**src/ptcs_pkg.sv**
```systemverilog
`timescale 1ns / 1ps

package ptcs_pkg;

    // default geometry
    localparam int ENTRIES_DEF = 8;
    localparam int TABLES_DEF  = 64;
    localparam int FRAMES_DEF  = 1024;

    // control register
    localparam int         CFG_W     = 4;
    localparam logic [3:0] EIU_RESET = 4'd8;
    localparam logic [1:0] ADDR_EIU  = 2'd0;

    // walk counter: holds up to the largest entries_in_use value
    localparam int CNT_W = 4;

    typedef enum logic [3:0] {
        ACT_READ     = 4'd0,
        ACT_WRITE    = 4'd1,
        ACT_SWAP_OUT = 4'd2,
        ACT_SWAP_IN  = 4'd3,
        ACT_ASSIGN   = 4'd4,
        ACT_CLEAR    = 4'd5,
        ACT_QUERY    = 4'd6,
        ACT_SET_SWAP = 4'd7,
        ACT_SET_USE  = 4'd8,
        ACT_SCAN     = 4'd9
    } action_t;

    typedef enum logic [2:0] {
        S_INIT,
        S_IDLE,
        S_SWEEP,
        S_SCAN_RD,
        S_SCAN_CHK,
        S_RD,
        S_FIN
    } state_t;

    typedef struct packed {
        logic [3:0] action;
        logic [5:0] table_index;
        logic [2:0] entry_index;
        logic [9:0] frame_number;
        logic       bit_value;
    } cmd_word_t;

    typedef struct packed {
        logic signed [10:0] frame_out;
        logic               present;
        logic               used;
        logic               modified;
        logic               in_swap;
        logic               need_copy;
        logic               victim_found;
        logic [2:0]         victim_index;
    } res_word_t;

    typedef struct packed {
        logic signed [10:0] frame;
        logic               present;
        logic               used;
        logic               modified;
        logic               in_swap;
    } entry_t;

    typedef struct packed {
        entry_t entry;
        logic   need;
        logic   write;
    } alu_res_t;

    localparam entry_t ENTRY_RESET = '{
        frame:    11'h7FF,
        present:  1'b0,
        used:     1'b0,
        modified: 1'b0,
        in_swap:  1'b0
    };

endpackage

```
**src/ptcs_alu.sv**
```systemverilog
`timescale 1ns / 1ps

// entry update: one read-modify-write step for any action
module ptcs_alu (
    input  logic [3:0]           action,
    input  ptcs_pkg::entry_t     cur,
    input  logic [9:0]           frame_number,
    input  logic                 bit_value,
    input  logic                 frame_ok,
    output ptcs_pkg::alu_res_t   res
);

    always_comb
    begin
        res.entry = cur;
        res.need  = 1'b0;
        res.write = 1'b0;
        unique case (ptcs_pkg::action_t'(action))
            ptcs_pkg::ACT_READ:
            begin
                res.entry.used = 1'b1;
                res.write      = 1'b1;
            end
            ptcs_pkg::ACT_WRITE:
            begin
                res.entry.used     = 1'b1;
                res.entry.modified = 1'b1;
                res.write          = 1'b1;
            end
            ptcs_pkg::ACT_SWAP_OUT:
            begin
                res.entry.present = 1'b0;
                if (cur.modified)
                begin
                    res.entry.in_swap = 1'b1;
                    res.need          = 1'b1;
                end
                res.write = 1'b1;
            end
            ptcs_pkg::ACT_SWAP_IN:
            begin
                if (frame_ok)
                begin
                    res.entry.frame    = 11'({1'b0, frame_number});
                    res.entry.present  = 1'b1;
                    res.entry.used     = 1'b0;
                    res.entry.modified = 1'b0;
                    res.need           = cur.in_swap;
                    res.write          = 1'b1;
                end
            end
            ptcs_pkg::ACT_ASSIGN:
            begin
                if (frame_ok)
                begin
                    res.entry.frame   = 11'({1'b0, frame_number});
                    res.entry.present = 1'b1;
                    res.write         = 1'b1;
                end
            end
            ptcs_pkg::ACT_SET_SWAP:
            begin
                res.entry.in_swap = bit_value;
                res.write         = 1'b1;
            end
            ptcs_pkg::ACT_SET_USE:
            begin
                res.entry.used = bit_value;
                res.write      = 1'b1;
            end
            ptcs_pkg::ACT_SCAN:
            begin
                // one clock-hand step: a present, recently used entry gets a second chance
                if (cur.present && cur.used)
                begin
                    res.entry.used = 1'b0;
                    res.write      = 1'b1;
                end
            end
            default:
            begin
                res.write = 1'b0;
            end
        endcase
    end

endmodule

```
**src/ptcs_ctrl.sv**
```systemverilog
`timescale 1ns / 1ps

// sequencer: init pass, table sweep, clock walk and single-entry update
module ptcs_ctrl #(
    parameter int ENTRIES = ptcs_pkg::ENTRIES_DEF,
    parameter int TABLES  = ptcs_pkg::TABLES_DEF,
    parameter int FRAMES  = ptcs_pkg::FRAMES_DEF,
    parameter int DEPTH   = TABLES * ENTRIES,
    parameter int AW      = $clog2(DEPTH)
) (
    input  logic                    clk,
    input  logic                    rst_n,
    input  logic                    cmd_valid,
    output logic                    cmd_ready,
    input  ptcs_pkg::cmd_word_t     cmd,
    output logic                    res_valid,
    input  logic                    res_ready,
    output ptcs_pkg::res_word_t     res,
    input  logic [ptcs_pkg::CNT_W-1:0] limit,
    output logic                    mem_we,
    output logic [AW-1:0]           mem_waddr,
    output ptcs_pkg::entry_t        mem_wdata,
    output logic                    mem_re,
    output logic [AW-1:0]           mem_raddr,
    input  ptcs_pkg::entry_t        mem_rdata
);

    ptcs_pkg::state_t    state_reg, state_next;
    ptcs_pkg::cmd_word_t cmd_reg, cmd_next;
    logic                oor_reg, oor_next;
    logic                found_reg, found_next;
    logic [ptcs_pkg::CNT_W-1:0] cnt_reg, cnt_next;
    logic [AW-1:0]       init_ptr_reg, init_ptr_next;
    ptcs_pkg::res_word_t res_reg, res_next;
    logic                res_valid_reg, res_valid_next;

    ptcs_pkg::alu_res_t  alu;
    logic                frame_ok;
    logic                is_scan;
    logic                slot_free;

    function automatic logic [AW-1:0] ent_addr(input logic [5:0] t,
                                               input logic [ptcs_pkg::CNT_W-1:0] e);
        return AW'(int'(t) * ENTRIES + int'(e));
    endfunction

    assign frame_ok  = int'(cmd_reg.frame_number) < FRAMES;
    assign is_scan   = ptcs_pkg::action_t'(cmd_reg.action) == ptcs_pkg::ACT_SCAN;
    assign slot_free = !res_valid_reg || res_ready;

    ptcs_alu u_alu (
        .action       (cmd_reg.action),
        .cur          (mem_rdata),
        .frame_number (cmd_reg.frame_number),
        .bit_value    (cmd_reg.bit_value),
        .frame_ok     (frame_ok),
        .res          (alu)
    );

    always_ff @(posedge clk or negedge rst_n)
    begin
        if (!rst_n)
        begin
            state_reg     <= ptcs_pkg::S_INIT;
            init_ptr_reg  <= '0;
            res_valid_reg <= 1'b0;
        end
        else
        begin
            state_reg     <= state_next;
            init_ptr_reg  <= init_ptr_next;
            res_valid_reg <= res_valid_next;
        end
    end

    always_ff @(posedge clk)
    begin
        cmd_reg   <= cmd_next;
        oor_reg   <= oor_next;
        found_reg <= found_next;
        cnt_reg   <= cnt_next;
        res_reg   <= res_next;
    end

    always_comb
    begin
        state_next     = state_reg;
        cmd_next       = cmd_reg;
        oor_next       = oor_reg;
        found_next     = found_reg;
        cnt_next       = cnt_reg;
        init_ptr_next  = init_ptr_reg;
        res_next       = res_reg;
        res_valid_next = res_valid_reg && !res_ready;
        cmd_ready      = 1'b0;
        mem_we         = 1'b0;
        mem_waddr      = ent_addr(cmd_reg.table_index, cnt_reg);
        mem_wdata      = ptcs_pkg::ENTRY_RESET;
        mem_re         = 1'b0;
        mem_raddr      = ent_addr(cmd_reg.table_index, cnt_reg);

        unique case (state_reg)
            ptcs_pkg::S_INIT:
            begin
                mem_we        = 1'b1;
                mem_waddr     = init_ptr_reg;
                init_ptr_next = init_ptr_reg + 1'b1;
                if (init_ptr_reg == AW'(DEPTH - 1))
                begin
                    state_next = ptcs_pkg::S_IDLE;
                end
            end
            ptcs_pkg::S_IDLE:
            begin
                cmd_ready = 1'b1;
                if (cmd_valid)
                begin
                    cmd_next   = cmd;
                    found_next = 1'b0;
                    oor_next   = (int'(cmd.table_index) >= TABLES)
                              || (int'(cmd.entry_index) >= ENTRIES);
                    if ((int'(cmd.table_index) >= TABLES)
                        || (int'(cmd.entry_index) >= ENTRIES))
                    begin
                        state_next = ptcs_pkg::S_FIN;
                    end
                    else if (ptcs_pkg::action_t'(cmd.action) == ptcs_pkg::ACT_CLEAR)
                    begin
                        cnt_next   = '0;
                        state_next = ptcs_pkg::S_SWEEP;
                    end
                    else if (ptcs_pkg::action_t'(cmd.action) == ptcs_pkg::ACT_SCAN)
                    begin
                        cnt_next   = ptcs_pkg::CNT_W'({1'b0, cmd.entry_index});
                        state_next = ptcs_pkg::S_SCAN_RD;
                    end
                    else
                    begin
                        state_next = ptcs_pkg::S_RD;
                    end
                end
            end
            ptcs_pkg::S_SWEEP:
            begin
                if (cnt_reg < limit)
                begin
                    mem_we   = 1'b1;
                    cnt_next = cnt_reg + 1'b1;
                end
                else
                begin
                    state_next = ptcs_pkg::S_RD;
                end
            end
            ptcs_pkg::S_SCAN_RD:
            begin
                if (cnt_reg < limit)
                begin
                    mem_re     = 1'b1;
                    state_next = ptcs_pkg::S_SCAN_CHK;
                end
                else
                begin
                    // hand ran off the end: report the addressed entry as it now is
                    state_next = ptcs_pkg::S_RD;
                end
            end
            ptcs_pkg::S_SCAN_CHK:
            begin
                if (mem_rdata.present && !mem_rdata.used)
                begin
                    found_next = 1'b1;
                    state_next = ptcs_pkg::S_FIN;
                end
                else
                begin
                    mem_we     = alu.write;
                    mem_wdata  = alu.entry;
                    cnt_next   = cnt_reg + 1'b1;
                    state_next = ptcs_pkg::S_SCAN_RD;
                end
            end
            ptcs_pkg::S_RD:
            begin
                mem_re     = 1'b1;
                mem_raddr  = ent_addr(cmd_reg.table_index,
                                      ptcs_pkg::CNT_W'({1'b0, cmd_reg.entry_index}));
                state_next = ptcs_pkg::S_FIN;
            end
            ptcs_pkg::S_FIN:
            begin
                if (slot_free)
                begin
                    res_valid_next = 1'b1;
                    state_next     = ptcs_pkg::S_IDLE;
                    if (oor_reg)
                    begin
                        res_next           = '0;
                        res_next.frame_out = ptcs_pkg::ENTRY_RESET.frame;
                    end
                    else
                    begin
                        // scan leaves the reported entry as read; others take the update
                        mem_we    = alu.write && !is_scan;
                        mem_waddr = ent_addr(cmd_reg.table_index,
                                             ptcs_pkg::CNT_W'({1'b0, cmd_reg.entry_index}));
                        mem_wdata = alu.entry;
                        res_next.frame_out    = is_scan ? mem_rdata.frame : alu.entry.frame;
                        res_next.present      = is_scan ? mem_rdata.present
                                                        : alu.entry.present;
                        res_next.used         = is_scan ? mem_rdata.used : alu.entry.used;
                        res_next.modified     = is_scan ? mem_rdata.modified
                                                        : alu.entry.modified;
                        res_next.in_swap      = is_scan ? mem_rdata.in_swap
                                                        : alu.entry.in_swap;
                        res_next.need_copy    = !is_scan && alu.need;
                        res_next.victim_found = found_reg;
                        res_next.victim_index = found_reg ? cnt_reg[2:0] : 3'd0;
                    end
                end
            end
            default:
            begin
                state_next = ptcs_pkg::S_IDLE;
            end
        endcase
    end

    assign res_valid = res_valid_reg;
    assign res       = res_reg;

endmodule

```
**config.mk**
```make
export PLATFORM = sky130hd
export DESIGN_NAME = ptcs_ctrl
export DESIGN_NICKNAME = d
export VERILOG_FILES = /design/src/ptcs_pkg.sv /design/src/ptcs_alu.sv /design/src/ptcs_ctrl.sv
export SDC_FILE = /design/constraint.sdc
export NUM_CORES = 1
export LEC_CHECK = 0
export BUFFER_PORTS_ARGS = -buffer_cell sky130_fd_sc_hd__buf_2
export CORE_MARGIN = 4
export CORE_UTILIZATION = 53
export DETAILED_ROUTE_END_ITERATION = 8
export GPL_TIMING_DRIVEN = 0
export PLACE_DENSITY = 0.81
export SLEW_MARGIN = 20
export SYNTH_ARGS = -nofsm -noshare
export SYNTH_HDL_FRONTEND = slang
export SYNTH_HIERARCHICAL = 1
export SYNTH_SLANG_ARGS = --single-unit
export TNS_END_PERCENT = 30
```
**constraint.sdc**
```tcl
create_clock -name clk -period 3.5 [get_ports clk]
set_input_delay 0.175 -clock clk [delete_from_list [all_inputs] [get_ports clk]]
set_output_delay 0.175 -clock clk [all_outputs]
set_load 0.03 [all_outputs]
```
==> impl_results.md, run 1 <==
* Worst-Skew Late Latency at 340 ps
* Largest net degree at the start of global routing at 30
* Critical R2R Launch: cnt_reg[2]
* First-pass GRT wire length at roughly 16000 um
* Most used cell along the critical path: buf_2
* Crit-path slowest cell: buf_2
* Overall routed net length at between 10000 and 15000 um
* Core area at slightly below 7000 um^2
* Pwr/cell area at approximately 760 nW/um^2
* Starting Density at between 50% and 60%
* Core Rows at 30
* CP endpoint kind: output port
* Via-to-Cell Ratio at between 5 and 6
* Area share of the largest cell type after synthesis at roughly two fifths
* Top FF cell, synth: edfxtp_1
* Chip width at 92.5 um
* Synth top area cells: edfxtp_1 (39%), dfrtp_1 (8.6%), mux2_2 (6.6%)
* Worst hold start: cmd[0]
* Clock buffer depth at 2
* Final Skew at 8.96 ps
* Max-cap violations at 0
* Num CTS Buffers at 9
* CTS sink cnt at 62
* CP Cell Sequence: buf_4 -> nand3b_4 -> nor2_1 -> buf_2 -> nor4b_1 -> a221o_1 -> buf_2
* WP buf/inv at 3
* Area of the die at 8550 um^2
* FF/Latch Area at between 1500 and 2000 um^2
* Layout Nets at between 500 and 600
* F_max at 401 MHz
* Total power at between 3000 and 4000 uW
* Critical Path Source Type: flip-flop
* Share of cells above drive strength 1 at a little over a third
* Number of distinct library cells after synthesis at 60
* Hold Fails Final Rpt at 0
* Status: completed
* Final setup margin at ~1000 ps
* Worst slack, placed at approximately 1400 ps
* Largest delay share family, worst path: buffers and inverters
* Hpwl dp at roughly 7100 um
* 1st-iter DRT viols at 235
* Cell taking the most area after synthesis: edfxtp_1
* R2R depth at 5
* Critical path type: flip-flop to output port
* Leakage at about 0.0020 uW
* Slew Limit Fails at 0
* Setup Buffers After CTS at 0
* Hold Worst Slack at approximately 15 ps
* GRT Util Overall at approximately 24%
* Final-layout fill cell count at a little over 500
* Period utilisation layout at a little under three quarters
* Yosys Warn Count at 6
* Yosys reg bits at 62
* Via count at 3367
* Ant diodes at 0
* IO Pins at roughly 100
* Vias in the first global route at 3348
* Reg-to-reg endpoint: cnt_reg[0]
* Drt wl/cell at 17.4 um
* Reg clk slew, reported paths at ~70 ps
* Port buffer count at roughly 100
* Drc violations at 0
* Post-synthesis sequential area ratio at between 40% and 50%
* Initial antenna violation count at 0
* Area occupied by multi-input gates at 1810 um^2
* Worst slew margin at roughly 54%
* Worst EP required at about 3300 ps
* CTS tree: done
* Vert. Die Dim at approximately 90 um
* Worst EP arrival at between 2000 and 2500 ps
* Slew @ Worst Pin at 688 ps
* Area Overhead vs Synth at 27.3%
* Routability Congestion at a little under 0.9
* Hold Crit Class: input port to flip-flop
* Post-synth EDFFs at 49
* VDD IR max at 0.345 mV
* Average cell area after synthesis at approximately 11 um^2
* First-pass iteration count of the detailed router at 5
* CTS H-Tree Depth at 3
* CP peak stage delay at 570 ps
* WHS Endpoint: cmd_reg[0]
* Syn Std Cell Area at approximately 3800 um^2
* Largest register FFs at 24
* Final setup vio count at 0
* Hold path depth at 1
* Gr ovfl total at 0
* Cells after synthesis at ~350
* FFs w/ async S/R, synth at 21.0%
* Minimum clock period at 2490 ps
* Setup slack, reg-to-reg at ~1500 ps
* Root Buffer: clkbuf_8
* ANT nets after route at 0
* RSZ-0062 raised after global routing: false
* Max FO, Critical Path at 29
how the worst max path moves through the flow:
stage / from / slack (ps) / to / cells past startpoint
finish: state_reg[0] / 1010 / mem_waddr[6] / 7
global placement: state_reg[1] / -470 / cmd_reg[4] / 3
detailed placement: state_reg[0] / 1380 / mem_waddr[6] / 7
floorplan: state_reg[1] / 630 / cmd_reg[0] / 3
global route: state_reg[0] / 790 / mem_waddr[7] / 7
CTS: state_reg[0] / 990 / mem_waddr[6] / 7
stage by stage:
step | area [um^2] | util [%] | instances | setup TNS (ps)
3_5_place_dp | 4460 | 65.0 | 554 | 0
3_3_place_gp | 4440 | 64.6 | 551 | -11360
6_report | 4810 | 70.1 | 580 | 0
2_1_floorplan | 3800 | - | 352 | 0
4_1_cts | 4770 | 69.5 | 576 | 0
5_1_grt | 4810 | 70.1 | 580 | 0
layout by cell type (no fill, tap or decap), types with 6 or more instances in the layout:
master / synthesis / final
o21ai_0: 15 / 15
clkbuf_8: 0 / 11
o32ai_1: 10 / 10
xnor2_1: 9 / 9
nand2_1: 19 / 19
dlygate4sd3_1: 0 / 10
nor2b_1: 6 / 6
clkbuf_1: 6 / 8
nand2b_1: 21 / 21
and2_1: 8 / 8
a211oi_1: 22 / 22
buf_2: 12 / 115
a21oi_1: 8 / 8
nand3_1: 7 / 7
buf_4: 6 / 9
edfxtp_1: 49 / 49
inv_1: 14 / 14
dfrtp_1: 13 / 13
ha_1: 8 / 8
conb_1: 1 / 6
nor2_1: 11 / 11
nor3_1: 14 / 13
mux2_2: 22 / 22
worst reg2reg max path, cell delays in order, from the launching register on:
cell,delay [ps]
edfxtp_1,500
ha_1,340
a21o_1,160
a21oi_1,220
nand4b_1,190
o211ai_1,270
synth_stat cells (9+ instances only):
library cell and count:
a211oi_1 22, buf_2 12, dfrtp_1 13, edfxtp_1 49
inv_1 14, mux2_2 22, nand2_1 19, nand2b_1 21
nor2_1 11, nor3_1 14, o21ai_0 15, o32ai_1 10
xnor2_1 9
layer usage:
| layer | vias up | GRT usage (%) | wire length [um] |
|---|---|---|---|
| met5 | - | 0 | 0 |
| met4 | 0 | 9.90 | 178 |
| met3 | 19 | 5.04 | 908 |
| met2 | 175 | 38.5 | 4750 |
| met1 | 1603 | 32.5 | 4260 |
| li1 | 1570 | - | - |
logic make-up (layout without fill, tap and decap cells):
logic type                 Yosys count  after routing  share of synthesized area [%]
DFF                                 62             62                           47.5
muxes                               24             24                           7.08
adders and majority gates            8              8                           2.65
buffers and inverters               40            172                           5.36
other                                1              6                         0.0992
and+or+nand+nor                    111            111                           17.4
xor gates and xnor gates            14             14                           3.24
AOI/OAI and AO/OA                   87             87                           16.6
power by group:
group / switching [uW] / leakage, uW / total, uW / internal (uW)
clock network: 286 / 0.000124 / 799 / 513
logic: 1130 / 0.00124 / 1720 / 585
registers: 123 / 0.000617 / 1120 / 1000
total: 1540 / 0.00198 / 3640 / 2100
area by class of cell:
type                            count  area share (%)
Clock inverter                      3            1.87
Clock buffer                       13            3.30
Inverter                           14            1.09
Sequential cell                    62            37.3
Timing Repair Buffer              116            13.3
Tap cell                           96            2.50
Multi-Input combinational cell    250            37.5
Buffer                             26            3.12
repair_timing:
action,CTS,global route
gates resized for setup,0,0
hold buffers,6,4
hold endpoints to repair,18,4
(Power assumes the default switching activity.)
==> run 2: changes to the inputs <==
--- a/config.mk
+++ b/config.mk
@@ -5,12 +5,13 @@
 export SDC_FILE = /design/constraint.sdc
 export NUM_CORES = 1
 export LEC_CHECK = 0
+export ABC_AREA = 1
 export BUFFER_PORTS_ARGS = -buffer_cell sky130_fd_sc_hd__buf_2
 export CORE_MARGIN = 4
 export CORE_UTILIZATION = 53
 export DETAILED_ROUTE_END_ITERATION = 8
 export GPL_TIMING_DRIVEN = 0
-export PLACE_DENSITY = 0.81
+export PLACE_DENSITY = 0.8
 export SLEW_MARGIN = 20
 export SYNTH_ARGS = -nofsm -noshare
 export SYNTH_HDL_FRONTEND = slang
==> constraint.sdc (replaced) <==
create_clock -name clk -period 2.3 [get_ports clk]
set_input_delay 0.115 -clock clk [delete_from_list [all_inputs] [get_ports clk]]
set_output_delay 0.115 -clock clk [all_outputs]
set_load 0.03 [all_outputs]
==> run 2 against run 1 <==
Against the previous run:
- final cell count increased by 28%
- flip-flop and latch count unchanged
- setup slack got worse by 850 ps
- clock power increased by 25%
- synthesized cell count increased by 42%
- sequential share of layout area decreased by 2.2 points
- worst hold slack improved by 62 ps
==> impl_results.md, run 2 <==
* Top-count cell post-synth: nand2_1
* F_max at between 400 and 500 MHz
* Worst slack, placed at between 60 and 70 ps
* Critical path type: flip-flop to output port
* Chip width at roughly 94 um
* RSZ-0062 raised after global routing: false
* Critical Path Source Type: flip-flop
* Synth top area cells: edfxtp_1 (37%), nand2_1 (13%), dfrtp_1 (8.2%)
* Share of cells above drive strength 1 at between 20% and 30%
* CTS H-Tree Depth at 3
* Reg clk slew, reported paths at 70 ps
* Num CTS Buffers at 9
* Post-Place Cells at about 700
* WL met2 at 5240 um
* Root Buffer: clkbuf_8
* Crit-path slowest cell: dfrtp_1
* Drt wl/cell at 14.2 um
* Final setup margin at between 150 and 200 ps
* Yosys Warn Count at 6
* Minimum clock period at around 2100 ps
* Ant diodes at 0
* Drc violations at 0
* Hold Crit Class: input port to flip-flop
* Post-synthesis sequential area ratio at a little under half
* Core Rows at 31
* First-pass GRT wire length at around 17000 um
* Yosys reg bits at between 60 and 70
* Most used cell along the critical path: nand2_1
* CP Cell Sequence: inv_1 -> nand2_1 -> nor2_1 -> nand2_1 -> o2111ai_1 -> buf_2
* 1st-iter DRT viols at between 200 and 300
* Final setup vio count at 0
* Layout Nets at roughly 700
* CTS tree: done
* Gr ovfl total at 0
* Status: completed
* Final-layout fill cell count at about 580
* Synth cell count leaders: nand2_1 (141), inv_1 (63), nor2_1 (56)
* Syn Std Cell Area at around 3900 um^2
* Finished Layout Cells at approximately 750
* Area Overhead vs Synth at 29.7%
* Max FO, Critical Path at 8
* VDD IR max at roughly 0.64 mV
* Worst EP arrival at a little over 2000 ps
* Largest register FFs at 24
* Hpwl dp at about 7700 um
* Port buffer count at approximately 100
* Vias in the first global route at roughly 3700
* Clock buffer depth at 2
* Post-synth EDFFs at 49
* Final Skew at 10.3 ps
* Via-to-Cell Ratio at around 5.2
* Slew Limit Fails at 0
* Hold path depth at 3
* Top FF cell, synth: edfxtp_1
* Starting Density at roughly 54%
* Area of the die at slightly below 9000 um^2
* Cell taking the most area after synthesis: edfxtp_1
* Area occupied by multi-input gates at between 1500 and 2000 um^2
* Worst-Skew Late Latency at 350 ps
* R2R depth at 8
* CP endpoint kind: output port
* Slew @ Worst Pin at 721 ps
* Commonest non-fill, non-tap cell in the layout: nand2_1
* Hold Worst Slack at approximately 76 ps
* GRT Util Overall at between 20% and 30%
* IO Pins at roughly 100
* Pwr/cell area at ~1000 nW/um^2
* Max layer used: met4
* Worst EP required at around 2200 ps
* Core area at just over 7000 um^2
* Worst slew margin at between 50% and 60%
* FF/Latch Area at around 1800 um^2
* Max-cap violations at 0
* Number of distinct library cells after synthesis at 35
* FFs w/ async S/R, synth at a little over a fifth
* Initial antenna violation count at 0
* Period utilisation layout at 93.4%
* CTS sink cnt at a little over 60
* First-pass iteration count of the detailed router at 5
* Met3 WL post-DR at approximately 800 um
* Routability Congestion at roughly 0.95
* Area share of the largest cell type after synthesis at 37.3%
* Leakage at between 0.002 and 0.003 uW
* Overall routed net length at around 11000 um
* Vert. Die Dim at ~94 um
* CP peak stage delay at a little under 400 ps
* Most frequent cells in the layout: nand2_1 (141), buf_2 (106), inv_1 (62)
* ANT nets after route at 0
* Largest net degree at the start of global routing at 25
* Setup slack, reg-to-reg at between 400 and 500 ps
* Average cell area after synthesis at ~8 um^2
* Cells after synthesis at just under 500
* Via count at 3891
* Hold Fails Final Rpt at 0
* Metal-1 WL at 4370 um
==> run 2: cell types whose count changed after synthesis, sizes merged, moves of 7 or more <==
cell    change
a211oi     -22
and2        -8
buf        -13
inv        +54
mux2       -22
nand2     +127
nand2b     -21
nand3      +38
nor2       +53
nor3        -9
o21ai      +28
o32ai      -10
xnor2       -7
==> run 2: final cells by class <==
cell class	instances	area share [%]
Buffer	10	1.47
Clock buffer	12	3.67
Clock inverter	4	0.440
Inverter	72	5.35
Multi-Input combinational cell	354	35.7
Sequential cell	62	35.1
Tap cell	99	2.42
Timing Repair Buffer	132	15.8
==> run 2: path summary, 6_finish.rpt <==
kind	start	to
hold reg to reg	init_ptr_reg[3]	init_ptr_reg[3]
max in group asynchronous	rst_n	res_valid
hold / removal	mem_rdata[4]	res[9]
min in group asynchronous	rst_n	init_ptr_reg[4]
setup / recovery	state_reg[0]	mem_wdata[7]
setup reg to reg	cnt_reg[1]	cnt_reg[3]
==> run 2: routing by layer <==
| layer | track usage [%] | vias to the layer above |
|---|---|---|
| met5 | 0 | - |
| met4 | 8.42 | 0 |
| met3 | 4.65 | 21 |
| met2 | 41.7 | 180 |
| met1 | 31.9 | 1788 |
| li1 | - | 1902 |
==> run 2: cell families after synthesis <==
group | count (synthesis) | share of synthesized area, %
adder cells (fa/ha/maj) | 8 | 2.54
flip-flops | 62 | 45.5
XOR/XNOR | 12 | 2.66
AND/OR/NAND/NOR | 266 | 31.3
AO/OA/AOI/OAI | 62 | 9.00
other | 1 | 0.0950
buffers and inverters | 82 | 8.85
==> run 2: repair_timing <==
action                                 in CTS  in global routing
setup endpoints to repair                  14                  5
resized for setup                           0                  2
endpoints found under the hold margin      37                  0
cloned                                      1                  0
pin swaps                                   1                  0
hold buffers                               25                  0
setup buffers                               2                  2
==> run 2: report_power, final <==
group | switching (uW) | internal (uW)
clock | 452 | 549
combinational | 1820 | 777
sequential | 212 | 1510
total | 2480 | 2830
==> run 2: per-stage QoR <==
step	util [%]	cell area, um^2	TNS, ps	total power [uW]
4_1_cts	70.3	5100	0	5280
6_report	70.6	5120	0	5320
3_5_place_dp	63.5	4610	0	4230
5_1_grt	70.6	5120	0	5660
2_1_floorplan	-	3960	0	3520
3_3_place_gp	63.4	4600	-9840	4170
==> run 2: worst max-delay path: cells and delay by family (launching register included) <==
family	cells	cell delay, ps
buf+inv	2	380
compound gates	1	200
flops	1	390
simple gates	3	720
==> run 3: changes to the inputs <==
--- a/config.mk
+++ b/config.mk
@@ -11,7 +11,8 @@
 export CORE_UTILIZATION = 53
 export DETAILED_ROUTE_END_ITERATION = 8
 export GPL_TIMING_DRIVEN = 0
-export PLACE_DENSITY = 0.8
+export HOLD_SLACK_MARGIN = 0.15
+export PLACE_DENSITY = 0.81
 export SLEW_MARGIN = 20
 export SYNTH_ARGS = -nofsm -noshare
 export SYNTH_HDL_FRONTEND = slang
==> run 3 against run 2 <==
Against the previous run:
- flip-flop and latch count is the same
- total power down 2.7%
- clock power down 17%
- critical path type unchanged
==> impl_results.md, run 3 (synthesized netlist as in run 2, its figures left out) <==
* Status: completed
* Vias in the first global route at approximately 3700
* VDD IR max at 0.624 mV
* Post-Place Cells at ~700
* CTS H-Tree Depth at 3
* Num CTS Buffers at 9
* Switching Power at roughly 2500 uW
* Ant diodes at 0
* Worst EP required at about 2200 ps
* Area Overhead vs Synth at 32.1%
* Via count at about 4000
* Area of the die at around 8900 um^2
* Finished Layout Cells at roughly 760
* Drc violations at 0
* Final Skew at about 17 ps
* Routability Congestion at between 0.9 and 1
* Hold Fails Final Rpt at 0
* Max FO, Critical Path at 8
* Total power at 5170 uW
* CP endpoint kind: output port
* Clock buffer depth at 2
* DP Area at ~4600 um^2
* Chip width at between 90 and 100 um
* CTS tree: done
* Hold Worst Slack at between 150 and 200 ps
* Period utilisation layout at a little over nine tenths
* GRT Util Overall at between 20% and 30%
* Slew Limit Fails at 0
* Seq pwr share at ~33%
* Clk pwr share at between 10% and 20%
* Final setup vio count at 0
* First-pass iteration count of the detailed router at 5
* Worst-Skew Late Latency at roughly 360 ps
* F_max at 461 MHz
* Share of cells above drive strength 1 at between 20% and 30%
* R2R depth at 8
* Leakage at roughly 0.0026 uW
* Largest net degree at the start of global routing at 25
* Hold Crit Class: input port to asynchronous set/reset pin
* Pint at 2680 uW
* ANT nets after route at 0
* 1st-iter DRT viols at roughly 280
* Max layer used: met4
* CTS sink cnt at 62
* Minimum clock period at roughly 2200 ps
* Metal-1 WL at around 4600 um
* Sw frac at between 40% and 50%
* Hpwl dp at roughly 7700 um
* Most frequent cells in the layout: nand2_1 (141), buf_2 (106), inv_1 (62)
* Gr ovfl total at 0
* Layout Nets at 710
* First-pass GRT wire length at approximately 17000 um
* Via-to-Cell Ratio at ~5.2
* Core Rows at 31
* RSZ-0062 raised after global routing: false
* Critical Path Source Type: flip-flop
* Slew @ Worst Pin at approximately 700 ps
* Met3 WL post-DR at slightly below 900 um
* Vert. Die Dim at around 94 um
* Critical path type: flip-flop to output port
* Initial antenna violation count at 0
* Worst EP arrival at between 2000 and 2500 ps
* WL met2 at about 5200 um
* Reg clk slew, reported paths at roughly 80 ps
* Commonest non-fill, non-tap cell in the layout: nand2_1
* Worst slew margin at between 50% and 60%
* Drt wl/cell at between 10 and 15 um
* Root Buffer: clkbuf_8
* Comb pwr share at 50.6%
* Final setup TNS at 0 ps
* Max-cap violations at 0
* Overall routed net length at about 11000 um
* Starting Density at between 50% and 60%
* Pwr/cell area at between 900 and 1000 nW/um^2
* IO Pins at between 100 and 150
* Largest register FFs at 24
* Port buffer count at 103
* Core area at 7250 um^2
* Design area at between 5000 and 6000 um^2
run 3: timing repair:
item	CTS	global route
gates resized for setup	0	2
buffers inserted	2	0
cloned	1	0
setup endpoints to repair	14	3
hold endpoints to repair	55	0
pin swaps	1	0
hold buffers	41	0
run 3: cell type report:
type	instances	area, um^2
Fill cell	576	2040
Multi-Input combinational cell	354	1830
Sequential cell	62	1800
Timing Repair Buffer	146	953
Inverter	72	277
Clock buffer	11	131
Tap cell	99	124
Buffer	10	75.1
Clock inverter	5	26.3
run 3: final timing paths:
kind / start / end / slack [ps]
worst max register to register: cnt_reg[2] / cnt_reg[3] / 410
worst max-delay path: state_reg[0] / mem_wdata[9] / 130
min in group clk: res_ready / res_valid / 330
max in group asynchronous: rst_n / res_valid / 1870
worst min-delay path: rst_n / init_ptr_reg[7] / 180
worst min register to register: init_ptr_reg[6] / init_ptr_reg[6] / 520
run 3: worst max-delay path: stages, from the launching register on:
cell	delay [ps]
dfrtp_1	390
inv_1	120
nand2_1	110
nor2_1	310
nand2_1	310
o2111ai_1	210
buf_2	250
run 3: per-stage QoR:
step	worst slack (ps)	utilization (%)
after floorplan	152	-
after global placement	-518	63.4
after detailed placement	-23.2	63.5
after CTS	101	71.8
after global routing	14.2	71.9
final	131	71.9
run 3: power by group through the flow:
stage | clock network [uW] | registers (uW) | logic (uW)
after floorplan | 0 | 1710 | 1800
after global placement | 0 | 1740 | 2460
after detailed placement | 0 | 1740 | 2510
after CTS | 829 | 1720 | 2590
after global routing | 878 | 1760 | 2870
final | 827 | 1730 | 2620
run 3: routing by layer:
layer | GRT usage [%] | up-vias
met5 | 0 | -
met1 | 33.3 | 1803
li1 | - | 1930
met2 | 42.4 | 190
met4 | 9.87 | 0
met3 | 3.69 | 37
